$ cat src/hdl/formant_peak_picker_macros.svh
// Assertion macros shared by the formant peak picker RTL.
`ifndef FORMANT_PEAK_PICKER_MACROS_SVH
`define FORMANT_PEAK_PICKER_MACROS_SVH

// Same-cycle implication, checked on every clock edge out of reset.
`define FPP_ASSERT_NOW(lbl, ante, cons, msg) \
    lbl: assert property (@(posedge i_clk) disable iff (!i_rst_n) (ante) |-> (cons)) \
        else $error(msg);

// Next-cycle implication, checked on every clock edge out of reset.
`define FPP_ASSERT_NEXT(lbl, ante, cons, msg) \
    lbl: assert property (@(posedge i_clk) disable iff (!i_rst_n) (ante) |=> (cons)) \
        else $error(msg);

`endif

$ cat src/hdl/fpp_pkg.sv
// Package with the constants and types of the formant peak picker.
`timescale 1ns / 1ps

package fpp_pkg;

    localparam int MAX_BINS          = 1024;
    localparam int MAX_FORMANT_SLOTS = 16;

    localparam int AMP_W   = 16;
    localparam int FD_W    = AMP_W + 1;
    localparam int SD_W    = AMP_W + 2;
    localparam int BIN_W   = $clog2(MAX_BINS + 1);
    localparam int IDX_W   = $clog2(MAX_BINS);
    localparam int COUNT_W = $clog2(MAX_FORMANT_SLOTS + 1);
    localparam int SLOT_W  = 4;

    localparam int START_W = 20;
    localparam int STEP_W  = 16;
    localparam int MAX_W   = 5;
    localparam int CFG_W   = 20;
    localparam int CFG_IDX_W = 2;
    localparam int FREQ_W  = 27;

    localparam int LIM_W  = (MAX_W > COUNT_W) ? MAX_W : COUNT_W;
    localparam int PROD_W = IDX_W + STEP_W;
    localparam int SUM_A_W = ((START_W > PROD_W) ? START_W : PROD_W) + 1;
    localparam int SUM_W  = (SUM_A_W > FREQ_W + 1) ? SUM_A_W : FREQ_W + 1;

    localparam logic [FREQ_W-1:0]  FREQ_MAX        = {FREQ_W{1'b1}};
    localparam logic [START_W-1:0] RST_FREQ_START  = START_W'(0);
    localparam logic [STEP_W-1:0]  RST_FREQ_STEP   = STEP_W'(16);
    localparam logic [MAX_W-1:0]   RST_MAX_FORMANT = MAX_W'(10);

    typedef enum logic [CFG_IDX_W-1:0] {
        CFG_FREQ_START   = 2'd0,
        CFG_FREQ_STEP    = 2'd1,
        CFG_MAX_FORMANTS = 2'd2
    } t_cfg_idx;

    typedef struct packed {
        logic [IDX_W-1:0]  index;
        logic [SLOT_W-1:0] slot;
        logic              overflow;
    } t_peak;

endpackage

$ cat src/hdl/fpp_detect.sv
// Column state and second-difference peak detection of the formant peak picker.
`timescale 1ns / 1ps

module fpp_detect
    import fpp_pkg::*;
(
    input  logic             i_clk,
    input  logic             i_rst_n,
    input  logic             i_accept,
    input  logic [AMP_W-1:0] i_amplitude,
    input  logic             i_last_bin,
    input  logic [MAX_W-1:0] i_max_formants,
    output logic             o_peak_hit,
    output t_peak            o_peak
);

    logic [AMP_W-1:0]        r_prev_amp, n_prev_amp;
    logic signed [FD_W-1:0]  r_prev_fd, n_prev_fd;
    logic signed [SD_W-1:0]  r_prev_sd, n_prev_sd;
    logic                    r_lowering, n_lowering;
    logic [COUNT_W-1:0]      r_count, n_count;
    logic [BIN_W-1:0]        r_bin_pos, n_bin_pos;

    logic signed [FD_W-1:0]  fd;
    logic signed [SD_W-1:0]  sd;
    logic [LIM_W-1:0]        limit;
    logic                    active;

    always_comb begin
        n_prev_amp = r_prev_amp;
        n_prev_fd  = r_prev_fd;
        n_prev_sd  = r_prev_sd;
        n_lowering = r_lowering;
        n_count    = r_count;
        n_bin_pos  = r_bin_pos;
        fd         = '0;
        sd         = '0;
        o_peak_hit = 1'b0;
        o_peak     = '0;
        active     = r_bin_pos < BIN_W'(MAX_BINS);
        if (LIM_W'(i_max_formants) > LIM_W'(MAX_FORMANT_SLOTS)) begin
            limit = LIM_W'(MAX_FORMANT_SLOTS);
        end else begin
            limit = LIM_W'(i_max_formants);
        end

        if (i_accept) begin
            if (active) begin
                if (r_bin_pos >= BIN_W'(1)) begin
                    fd = $signed({1'b0, i_amplitude}) - $signed({1'b0, r_prev_amp});
                end
                if (r_bin_pos >= BIN_W'(2)) begin
                    sd = SD_W'(fd) - SD_W'(r_prev_fd);
                end
                if (r_bin_pos >= BIN_W'(3)) begin
                    if (sd < r_prev_sd) begin
                        n_lowering = 1'b1;
                    end else if (sd > r_prev_sd) begin
                        if (r_lowering) begin
                            o_peak_hit = 1'b1;
                            if (LIM_W'(r_count) < limit) begin
                                o_peak.index = IDX_W'(r_bin_pos - BIN_W'(3));
                                o_peak.slot  = SLOT_W'(r_count);
                                n_count      = r_count + COUNT_W'(1);
                            end else begin
                                o_peak.overflow = 1'b1;
                            end
                        end
                        n_lowering = 1'b0;
                    end
                end
                n_prev_amp = i_amplitude;
                if (r_bin_pos >= BIN_W'(1)) begin
                    n_prev_fd = fd;
                end
                if (r_bin_pos >= BIN_W'(2)) begin
                    n_prev_sd = sd;
                end
                n_bin_pos = r_bin_pos + BIN_W'(1);
            end
            if (i_last_bin) begin
                n_prev_amp = '0;
                n_prev_fd  = '0;
                n_prev_sd  = '0;
                n_lowering = 1'b0;
                n_count    = '0;
                n_bin_pos  = '0;
            end
        end
    end

    always_ff @(posedge i_clk) begin
        if (!i_rst_n) begin
            r_prev_amp <= '0;
            r_prev_fd  <= '0;
            r_prev_sd  <= '0;
            r_lowering <= 1'b0;
            r_count    <= '0;
            r_bin_pos  <= '0;
        end else begin
            r_prev_amp <= n_prev_amp;
            r_prev_fd  <= n_prev_fd;
            r_prev_sd  <= n_prev_sd;
            r_lowering <= n_lowering;
            r_count    <= n_count;
            r_bin_pos  <= n_bin_pos;
        end
    end

endmodule

$ cat src/hdl/formant_peak_picker.sv
// Top level of the formant peak picker: configuration, result pipeline and checks.
// Usage:
// The input channel carries one spectrum bin per word (i_amplitude, i_last_bin),
// moved when i_in_valid is high and o_in_stall is low. i_last_bin marks the final
// bin of a column and restarts the column state after that bin.
// The output channel carries one word per detected peak (o_formant_frequency,
// o_formant_slot, o_overflow), moved when o_out_valid is high and i_out_stall is low.
// Most bins produce no output word; a peak beyond the column limit produces one
// word with o_overflow set and zero frequency and slot.
// Throughput is one bin per cycle while o_in_stall is low. A peak from the bin that
// reveals it passes through two registers: detection into the peak register, then
// the frequency multiply-add into the output register.
// When the receiver stalls, the output register holds its word and the peak register
// keeps accepting bins until it holds a waiting peak; only then is o_in_stall raised.
// Synchronous reset clears the column state and both pipeline stages and loads the
// register defaults: frequency start 0, step 16, limit 10 formants per column.
// Configuration writes act next cycle; the user, not the block, keeps them to idle.
`timescale 1ns / 1ps
`include "formant_peak_picker_macros.svh"

module formant_peak_picker
    import fpp_pkg::*;
(
    input  logic                 i_clk,
    input  logic                 i_rst_n,
    input  logic                 i_cfg_we,
    input  logic [CFG_IDX_W-1:0] i_cfg_index,
    input  logic [CFG_W-1:0]     i_cfg_data,
    input  logic                 i_in_valid,
    output logic                 o_in_stall,
    input  logic [AMP_W-1:0]     i_amplitude,
    input  logic                 i_last_bin,
    output logic                 o_out_valid,
    input  logic                 i_out_stall,
    output logic [FREQ_W-1:0]    o_formant_frequency,
    output logic [SLOT_W-1:0]    o_formant_slot,
    output logic                 o_overflow
);

    logic [START_W-1:0] r_freq_start;
    logic [STEP_W-1:0]  r_freq_step;
    logic [MAX_W-1:0]   r_max_formants;

    logic               r_s1_valid;
    t_peak              r_s1;
    logic               r_out_valid;
    logic [FREQ_W-1:0]  r_freq;
    logic [SLOT_W-1:0]  r_slot;
    logic               r_ovf;

    logic               in_accept;
    logic               out_load;
    logic               s1_load;
    logic               peak_hit;
    t_peak              peak;
    logic [PROD_W-1:0]  prod;
    logic [SUM_W-1:0]   sum;
    logic [FREQ_W-1:0]  n_freq;

    assign out_load   = !r_out_valid || !i_out_stall;
    assign s1_load    = !r_s1_valid || out_load;
    assign o_in_stall = !s1_load;
    assign in_accept  = i_in_valid && s1_load;

    always_ff @(posedge i_clk) begin
        if (!i_rst_n) begin
            r_freq_start   <= RST_FREQ_START;
            r_freq_step    <= RST_FREQ_STEP;
            r_max_formants <= RST_MAX_FORMANT;
        end else if (i_cfg_we) begin
            case (t_cfg_idx'(i_cfg_index))
                CFG_FREQ_START:   r_freq_start   <= START_W'(i_cfg_data);
                CFG_FREQ_STEP:    r_freq_step    <= STEP_W'(i_cfg_data);
                CFG_MAX_FORMANTS: r_max_formants <= MAX_W'(i_cfg_data);
                default: begin
                end
            endcase
        end
    end

    fpp_detect u_detect (
        .i_clk          (i_clk),
        .i_rst_n        (i_rst_n),
        .i_accept       (in_accept),
        .i_amplitude    (i_amplitude),
        .i_last_bin     (i_last_bin),
        .i_max_formants (r_max_formants),
        .o_peak_hit     (peak_hit),
        .o_peak         (peak)
    );

    always_ff @(posedge i_clk) begin
        if (!i_rst_n) begin
            r_s1_valid <= 1'b0;
        end else if (s1_load) begin
            r_s1_valid <= peak_hit;
        end
    end

    always_ff @(posedge i_clk) begin
        if (s1_load) begin
            r_s1 <= peak;
        end
    end

    always_comb begin
        prod = PROD_W'(r_s1.index) * PROD_W'(r_freq_step);
        sum  = SUM_W'(r_freq_start) + SUM_W'(prod);
        if (r_s1.overflow) begin
            n_freq = '0;
        end else if (sum > SUM_W'(FREQ_MAX)) begin
            n_freq = FREQ_MAX;
        end else begin
            n_freq = FREQ_W'(sum);
        end
    end

    always_ff @(posedge i_clk) begin
        if (!i_rst_n) begin
            r_out_valid <= 1'b0;
        end else if (out_load) begin
            r_out_valid <= r_s1_valid;
        end
    end

    always_ff @(posedge i_clk) begin
        if (out_load) begin
            r_freq <= n_freq;
            r_slot <= r_s1.slot;
            r_ovf  <= r_s1.overflow;
        end
    end

    assign o_out_valid         = r_out_valid;
    assign o_formant_frequency = r_freq;
    assign o_formant_slot      = r_slot;
    assign o_overflow          = r_ovf;

    `FPP_ASSERT_NOW(a_ovf_word_zero, r_out_valid && r_ovf, (r_freq == '0) && (r_slot == '0), "overflow word carries a nonzero frequency or slot")
    `FPP_ASSERT_NOW(a_no_stall_when_empty, !r_out_valid || !r_s1_valid, !o_in_stall, "input stalled while the pipeline has room")
    `FPP_ASSERT_NEXT(a_peak_held, r_s1_valid && r_out_valid && i_out_stall, r_s1_valid, "waiting peak dropped during an output stall")
    `FPP_ASSERT_NEXT(a_peak_moves_on, r_s1_valid && out_load, r_out_valid, "peak not moved into the output register")

endmodule

$ cat config.mk
export PLATFORM = sky130hd
export DESIGN_NAME = formant_peak_picker
export DESIGN_NICKNAME = d
export VERILOG_FILES = /design/src/hdl/fpp_pkg.sv /design/src/hdl/fpp_detect.sv /design/src/hdl/formant_peak_picker.sv
export VERILOG_INCLUDE_DIRS = /design/src /design/src/hdl
export SDC_FILE = /design/constraint.sdc
export NUM_CORES = 1
export LEC_CHECK = 0
export ABC_AREA = 1
export BUFFER_PORTS_ARGS = -buffer_cell sky130_fd_sc_hd__clkbuf_2
export CAP_MARGIN = 5
export CORE_MARGIN = 10
export CORE_UTILIZATION = 52
export DETAILED_ROUTE_END_ITERATION = 6
export GPL_ROUTABILITY_DRIVEN = 0
export PLACE_DENSITY = 0.72
export SLEW_MARGIN = 40
export SYNTH_ARGS = -nofsm -noshare
export SYNTH_HDL_FRONTEND = slang
export SYNTH_SLANG_ARGS = --single-unit
$ cat constraint.sdc
create_clock -name i_clk -period 5.45 [get_ports i_clk]
set_clock_uncertainty 0.05 [all_clocks]
set_input_delay 0.545 -clock i_clk [delete_from_list [all_inputs] [get_ports i_clk]]
set_output_delay 0.545 -clock i_clk [all_outputs]
set_load 0.01 [all_outputs]
==> report_table.html <==
<table>
<tr><th>Metric</th><th>Value</th></tr>
<tr><th colspan="2">Clock tree</th></tr>
<tr><td>CTS Buffer Depth</td><td>2</td></tr>
<tr><td>TritonCTS clock tree</td><td>yes</td></tr>
<tr><td>Hold-fix buffer count after cts</td><td>0</td></tr>
<tr><td>Cell at the root of the clock tree</td><td>sky130_fd_sc_hd__clkbuf_16</td></tr>
<tr><td>Number of sinks on the clock net</td><td>158</td></tr>
<tr><td>Worst-skew pair later-pin latency</td><td>0.44 ns</td></tr>
<tr><td>Register clock-pin slew on the reported worst setup and hold paths</td><td>0.06 ns</td></tr>
<tr><td>Number of levels in the clock H-tree</td><td>4</td></tr>
<tr><td>Total clock buffers created by CTS</td><td>17</td></tr>
<tr><th colspan="2">Power and ir drop</th></tr>
<tr><td>Share of total power consumed by net switching</td><td>31.20%</td></tr>
<tr><td>Switching power</td><td>968.2 µW</td></tr>
<tr><td>Power after layout</td><td>3.103 mW</td></tr>
<tr><td>Worst IR drop on VDD</td><td>178.7 µV</td></tr>
<tr><td>Part of the total power dissipated in the clock network</td><td>37.8%</td></tr>
<tr><td>Static leakage</td><td>8.353 nW</td></tr>
<tr><td>Power Density</td><td>192.8 nW/µm²</td></tr>
<tr><td>Combinational fraction of design power</td><td>21.2%</td></tr>
<tr><td>Share of power burned in registers</td><td>41.0%</td></tr>
<tr><td>Internal power summed over all cells</td><td>2.135 mW</td></tr>
<tr><th colspan="2">Synth</th></tr>
<tr><td>Number of distinct standard cells referenced by the synthesized netlist</td><td>53</td></tr>
<tr><td>Share of flip-flops with an asynchronous set or reset after synthesis</td><td>0%</td></tr>
<tr><td>Synth warnings</td><td>0</td></tr>
<tr><td>Post-synthesis register bit count</td><td>158</td></tr>
<tr><td>Count of flip-flops with a built-in enable after synthesis</td><td>47</td></tr>
<tr><td>Fraction of post-synthesis cell area in the top cell type by area</td><td>18.39%</td></tr>
<tr><td>Post-synthesis cell count</td><td>1931</td></tr>
<tr><td>Portion of the post-synthesis area used by sequential elements</td><td>25.09%</td></tr>
<tr><td>Flip-flop cell with the highest count after synthesis</td><td>sky130_fd_sc_hd__dfxtp_1</td></tr>
<tr><td>Biggest area contributors in the synthesized netlist</td><td>sky130_fd_sc_hd__fa_1, sky130_fd_sc_hd__dfxtp_1, sky130_fd_sc_hd__nand2_1</td></tr>
<tr><td>Summed instance area of the synthesized netlist</td><td>14480 µm²</td></tr>
<tr><td>Average footprint of a synthesized cell</td><td>7.499 µm²</td></tr>
<tr><td>Synthesized Nets</td><td>2233</td></tr>
<tr><td>Post-synthesis cell type with the largest combined area</td><td>sky130_fd_sc_hd__fa_1</td></tr>
<tr><th colspan="2">Setup path</th></tr>
<tr><td>Element type at the critical path end</td><td>register</td></tr>
<tr><td>Critical-path top delay cell</td><td>sky130_fd_sc_hd__edfxtp_1</td></tr>
<tr><td>Largest delay share family, worst path</td><td>adder cells</td></tr>
<tr><td>Depth of the worst register-to-register path</td><td>21</td></tr>
<tr><td>Critical Path Max Stage Delay</td><td>0.53 ns</td></tr>
<tr><td>Kind of start point of the critical path</td><td>register</td></tr>
<tr><td>Buffers and inverters on the worst path</td><td>7</td></tr>
<tr><td>R2R setup slack</td><td>0.15 ns</td></tr>
<tr><td>Largest fanout on the critical path</td><td>6</td></tr>
<tr><td>R2r endpoint</td><td>o_formant_frequency[26]</td></tr>
<tr><td>Series of cell instances along the critical path</td><td>buf_4 -&gt; nand2_1 -&gt; inv_1 -&gt; fa_1 -&gt; inv_1 -&gt; fa_1 -&gt; inv_1 -&gt; fa_1 -&gt; inv_1 -&gt; fa_1 -&gt; fa_1 -&gt; inv_1 -&gt; ha_1 -&gt; a21oi_2 -&gt; o21ai_0 -&gt; a21oi_1 -&gt; o21ai_0 -&gt; buf_4 -&gt; a31o_2 -&gt; nor2_1 -&gt; nor2_1</td></tr>
<tr><td>Type of the worst setup path</td><td>reg -&gt; reg</td></tr>
<tr><td>Launching point of the worst reg2reg path</td><td>r_s1[13]</td></tr>
<tr><td>Arrival time of data at the critical path endpoint</td><td>5.44 ns</td></tr>
<tr><td>Data required, critical path</td><td>5.59 ns</td></tr>
<tr><th colspan="2">Place</th></tr>
<tr><td>Placed Instance Area</td><td>15250 µm²</td></tr>
<tr><td>HPWL Detailed</td><td>26350 µm</td></tr>
<tr><td>Buffers added on ports</td><td>77</td></tr>
<tr><th colspan="2">Timing</th></tr>
<tr><td>Final setup violating endpoints</td><td>0</td></tr>
<tr><td>Tightest Pin Transition</td><td>0.7729 ns</td></tr>
<tr><td>F_max</td><td>188.8 MHz</td></tr>
<tr><td>Worst max-slew margin expressed relative to the limit</td><td>48.35%</td></tr>
<tr><td>Post-layout minimum cycle time</td><td>5.296 ns</td></tr>
<tr><td>Final-report max-slew violation count</td><td>0</td></tr>
<tr><td>Number of endpoints with negative hold slack in the final report</td><td>0</td></tr>
<tr><td>Period utilisation layout</td><td>97.17%</td></tr>
<tr><th colspan="2">Global routing</th></tr>
<tr><td>Overflow after GRT</td><td>0</td></tr>
<tr><td>GRT Util Overall</td><td>19.57%</td></tr>
<tr><td>Antenna violations before repair</td><td>0</td></tr>
<tr><td>Global-route wire length before repair</td><td>57860 µm</td></tr>
<tr><td>Largest net degree at the start of global routing</td><td>60</td></tr>
<tr><td>Number of global-route vias before repair</td><td>12230</td></tr>
<tr><th colspan="2">Finish</th></tr>
<tr><td>Fraction of final layout cells with drive strength greater than 1</td><td>10.79%</td></tr>
<tr><td>Most frequent cells in the layout</td><td>sky130_fd_sc_hd__nand2_1, sky130_fd_sc_hd__inv_1, sky130_fd_sc_hd__nor2_1, sky130_fd_sc_hd__a21oi_1, sky130_fd_sc_hd__fa_1</td></tr>
<tr><td>End-of-flow core utilization</td><td>58.26%</td></tr>
<tr><td>Fin nets</td><td>2300</td></tr>
<tr><td>Most common library cell in the layout ignoring fill and taps</td><td>sky130_fd_sc_hd__nand2_1</td></tr>
<tr><td>Design area</td><td>16100 µm²</td></tr>
<tr><td>Ant diodes</td><td>0</td></tr>
<tr><td>Layout area overhead</td><td>11.16%</td></tr>
<tr><th colspan="2">Routing</th></tr>
<tr><td>Via count</td><td>12280</td></tr>
<tr><td>Antenna Nets Post-Route</td><td>0</td></tr>
<tr><td>Remaining design rule violation count</td><td>0</td></tr>
<tr><td>Pre-Repair DR Iteration Count</td><td>5</td></tr>
<tr><td>Routed len/inst</td><td>14.14 µm</td></tr>
<tr><td>Number of design-rule violations left by the first detailed-router iteration</td><td>859</td></tr>
<tr><td>Routed vias/inst</td><td>5.139</td></tr>
<tr><td>Detailed-route wire length</td><td>33790 µm</td></tr>
<tr><th colspan="2">Floorplan</th></tr>
<tr><td>Core area</td><td>27630 µm²</td></tr>
<tr><td>Die area</td><td>34920 µm²</td></tr>
<tr><td>Overall die height</td><td>186.9 µm</td></tr>
<tr><td># rows</td><td>61</td></tr>
<tr><td>Die Span X</td><td>186.9 µm</td></tr>
<tr><td>Initial cell density of the core</td><td>52.41%</td></tr>
<tr><td>Count of boundary I/O pins</td><td>78</td></tr>
<tr><th colspan="2">Run</th></tr>
<tr><td>Number of violations of the max-capacitance limit</td><td>0</td></tr>
<tr><th colspan="2">Min path</th></tr>
<tr><td>Path class of the lowest-slack min-delay path</td><td>in -&gt; reg</td></tr>
<tr><td>Number of cells on the worst hold path</td><td>3</td></tr>
<tr><td>Startpoint of the most critical hold path</td><td>i_cfg_data[16]</td></tr>
<tr><td>Endpoint of the worst hold path</td><td>r_freq_start[16]</td></tr>
<tr><th colspan="2">Status</th></tr>
<tr><td>Run status</td><td>finished clean</td></tr>
</table>
sequential cells by signal, summed over array words and instances, names as in the netlist:
name and flops:
o_formant_frequency 27, o_formant_slot 4, o_out_valid 1, o_overflow 1, r_freq_start 20, r_freq_step 16, r_max_formants 5, r_s1 15
r_s1_valid 1, u_detect.r_bin_pos 11, u_detect.r_count 5, u_detect.r_lowering 1, u_detect.r_prev_amp 16, u_detect.r_prev_fd 17, u_detect.r_prev_sd 18
worst max path at each step:
stage | slack (ns) | start | to | depth (start not counted)
6_report | 0.15 | r_s1[13] | o_formant_frequency[26] | 21
5_1_grt | -0.06 | r_s1[13] | o_formant_frequency[24] | 22
4_1_cts | 0.03 | r_s1[12] | o_formant_frequency[14] | 21
3_5_place_dp | 0.04 | r_s1[12] | o_formant_frequency[14] | 21
3_3_place_gp | 0.15 | r_s1[8] | o_formant_frequency[26] | 19
2_1_floorplan | 0.18 | r_s1[14] | o_formant_frequency[26] | 22
power groups by stage:
stage | Combinational (mW) | Sequential (mW) | Clock (mW)
finish | 0.658 | 1.27 | 1.17
global route | 0.745 | 1.28 | 1.24
CTS | 0.644 | 1.27 | 1.19
detailed placement | 0.640 | 1.30 | 0
global placement | 0.630 | 1.29 | 0
floorplan | 0.477 | 1.28 | 0
routing by layer:
| metal | track usage, % | share of wire [%] | vias to the layer above |
|---|---|---|---|
| met4 | 6.483 | 2.5 | 0 |
| li1 | - | - | 6101 |
| met2 | 34.34 | 50 | 345 |
| met1 | 23.70 | 42 | 5771 |
| met3 | 3.561 | 5.6 | 59 |
| met5 | 0 | 0 | - |
metrics by stage:
stage          setup slack (ns)  hold WS, ns  TNS [ns]  std cells
2_1_floorplan            0.1781       0.3503         0       1931
3_3_place_gp             0.1472       0.3549         0       2343
3_5_place_dp            0.04305       0.3593         0       2343
4_1_cts                 0.02889       0.2862         0       2375
5_1_grt                -0.05901       0.2945   -0.1413       2389
6_report                 0.1541       0.2938         0       2389
final cells by class:
cell class	count	area (µm²)
Clock inverter	9	85.08
Fill cell	2570	11530
Multi-Input combinational cell	1300	9129
Timing Repair Buffer	118	765.7
Clock buffer	23	478.0
Tap cell	378	473.0
Inverter	403	1520
Sequential cell	158	3645
worst reg2reg max path, cell delays in order, from the launching register on:
cell and delay, ns:
sky130_fd_sc_hd__edfxtp_1 0.53, sky130_fd_sc_hd__buf_4 0.23, sky130_fd_sc_hd__nand2_1 0.06, sky130_fd_sc_hd__inv_1 0.05, sky130_fd_sc_hd__fa_1 0.50, sky130_fd_sc_hd__inv_1 0.05
sky130_fd_sc_hd__fa_1 0.52, sky130_fd_sc_hd__inv_1 0.05, sky130_fd_sc_hd__fa_1 0.52, sky130_fd_sc_hd__inv_1 0.05, sky130_fd_sc_hd__fa_1 0.43, sky130_fd_sc_hd__fa_1 0.51
sky130_fd_sc_hd__inv_1 0.04, sky130_fd_sc_hd__ha_1 0.37, sky130_fd_sc_hd__a21oi_2 0.19, sky130_fd_sc_hd__o21ai_0 0.12, sky130_fd_sc_hd__a21oi_1 0.14, sky130_fd_sc_hd__o21ai_0 0.12
sky130_fd_sc_hd__buf_4 0.17, sky130_fd_sc_hd__a31o_2 0.21, sky130_fd_sc_hd__nor2_1 0.09, sky130_fd_sc_hd__nor2_1 0.05
cell families (layout without fill, tap and decap cells):
family                     after synthesis  count (layout)  share of synthesized area, %
xor gates and xnor gates                23              23                         1.391
DFF                                    158             158                         25.09
AOI/OAI and AO/OA                      291             291                         11.11
buffers and inverters                  473             553                         12.66
adders and majority gates              258             258                         29.19
and+or+nand+nor                        728             728                         20.56
cell usage after synthesis, drive strengths merged, types with 2 or more instances:
cell,count
o21bai,5
fa,133
buf,17
or2,4
nand2,450
dfxtp,111
nor2,179
a21boi,6
a31o,2
inv,403
nand3b,6
nor4,2
nor3,16
a21o,12
a21oi,160
o21a,5
a221oi,2
o211ai,2
xnor2,11
nand4,15
edfxtp,47
o21ai,88
ha,125
xor2,12
nand3,53
o31ai,2
a31oi,2
clkbuf,53
what timing repair did:
item	in CTS	in global routing
resized for setup	0	34
endpoints found under the setup margin	0	20
hold endpoints to repair	0	0
setup buffers	0	14
(Power assumes the default switching activity.)
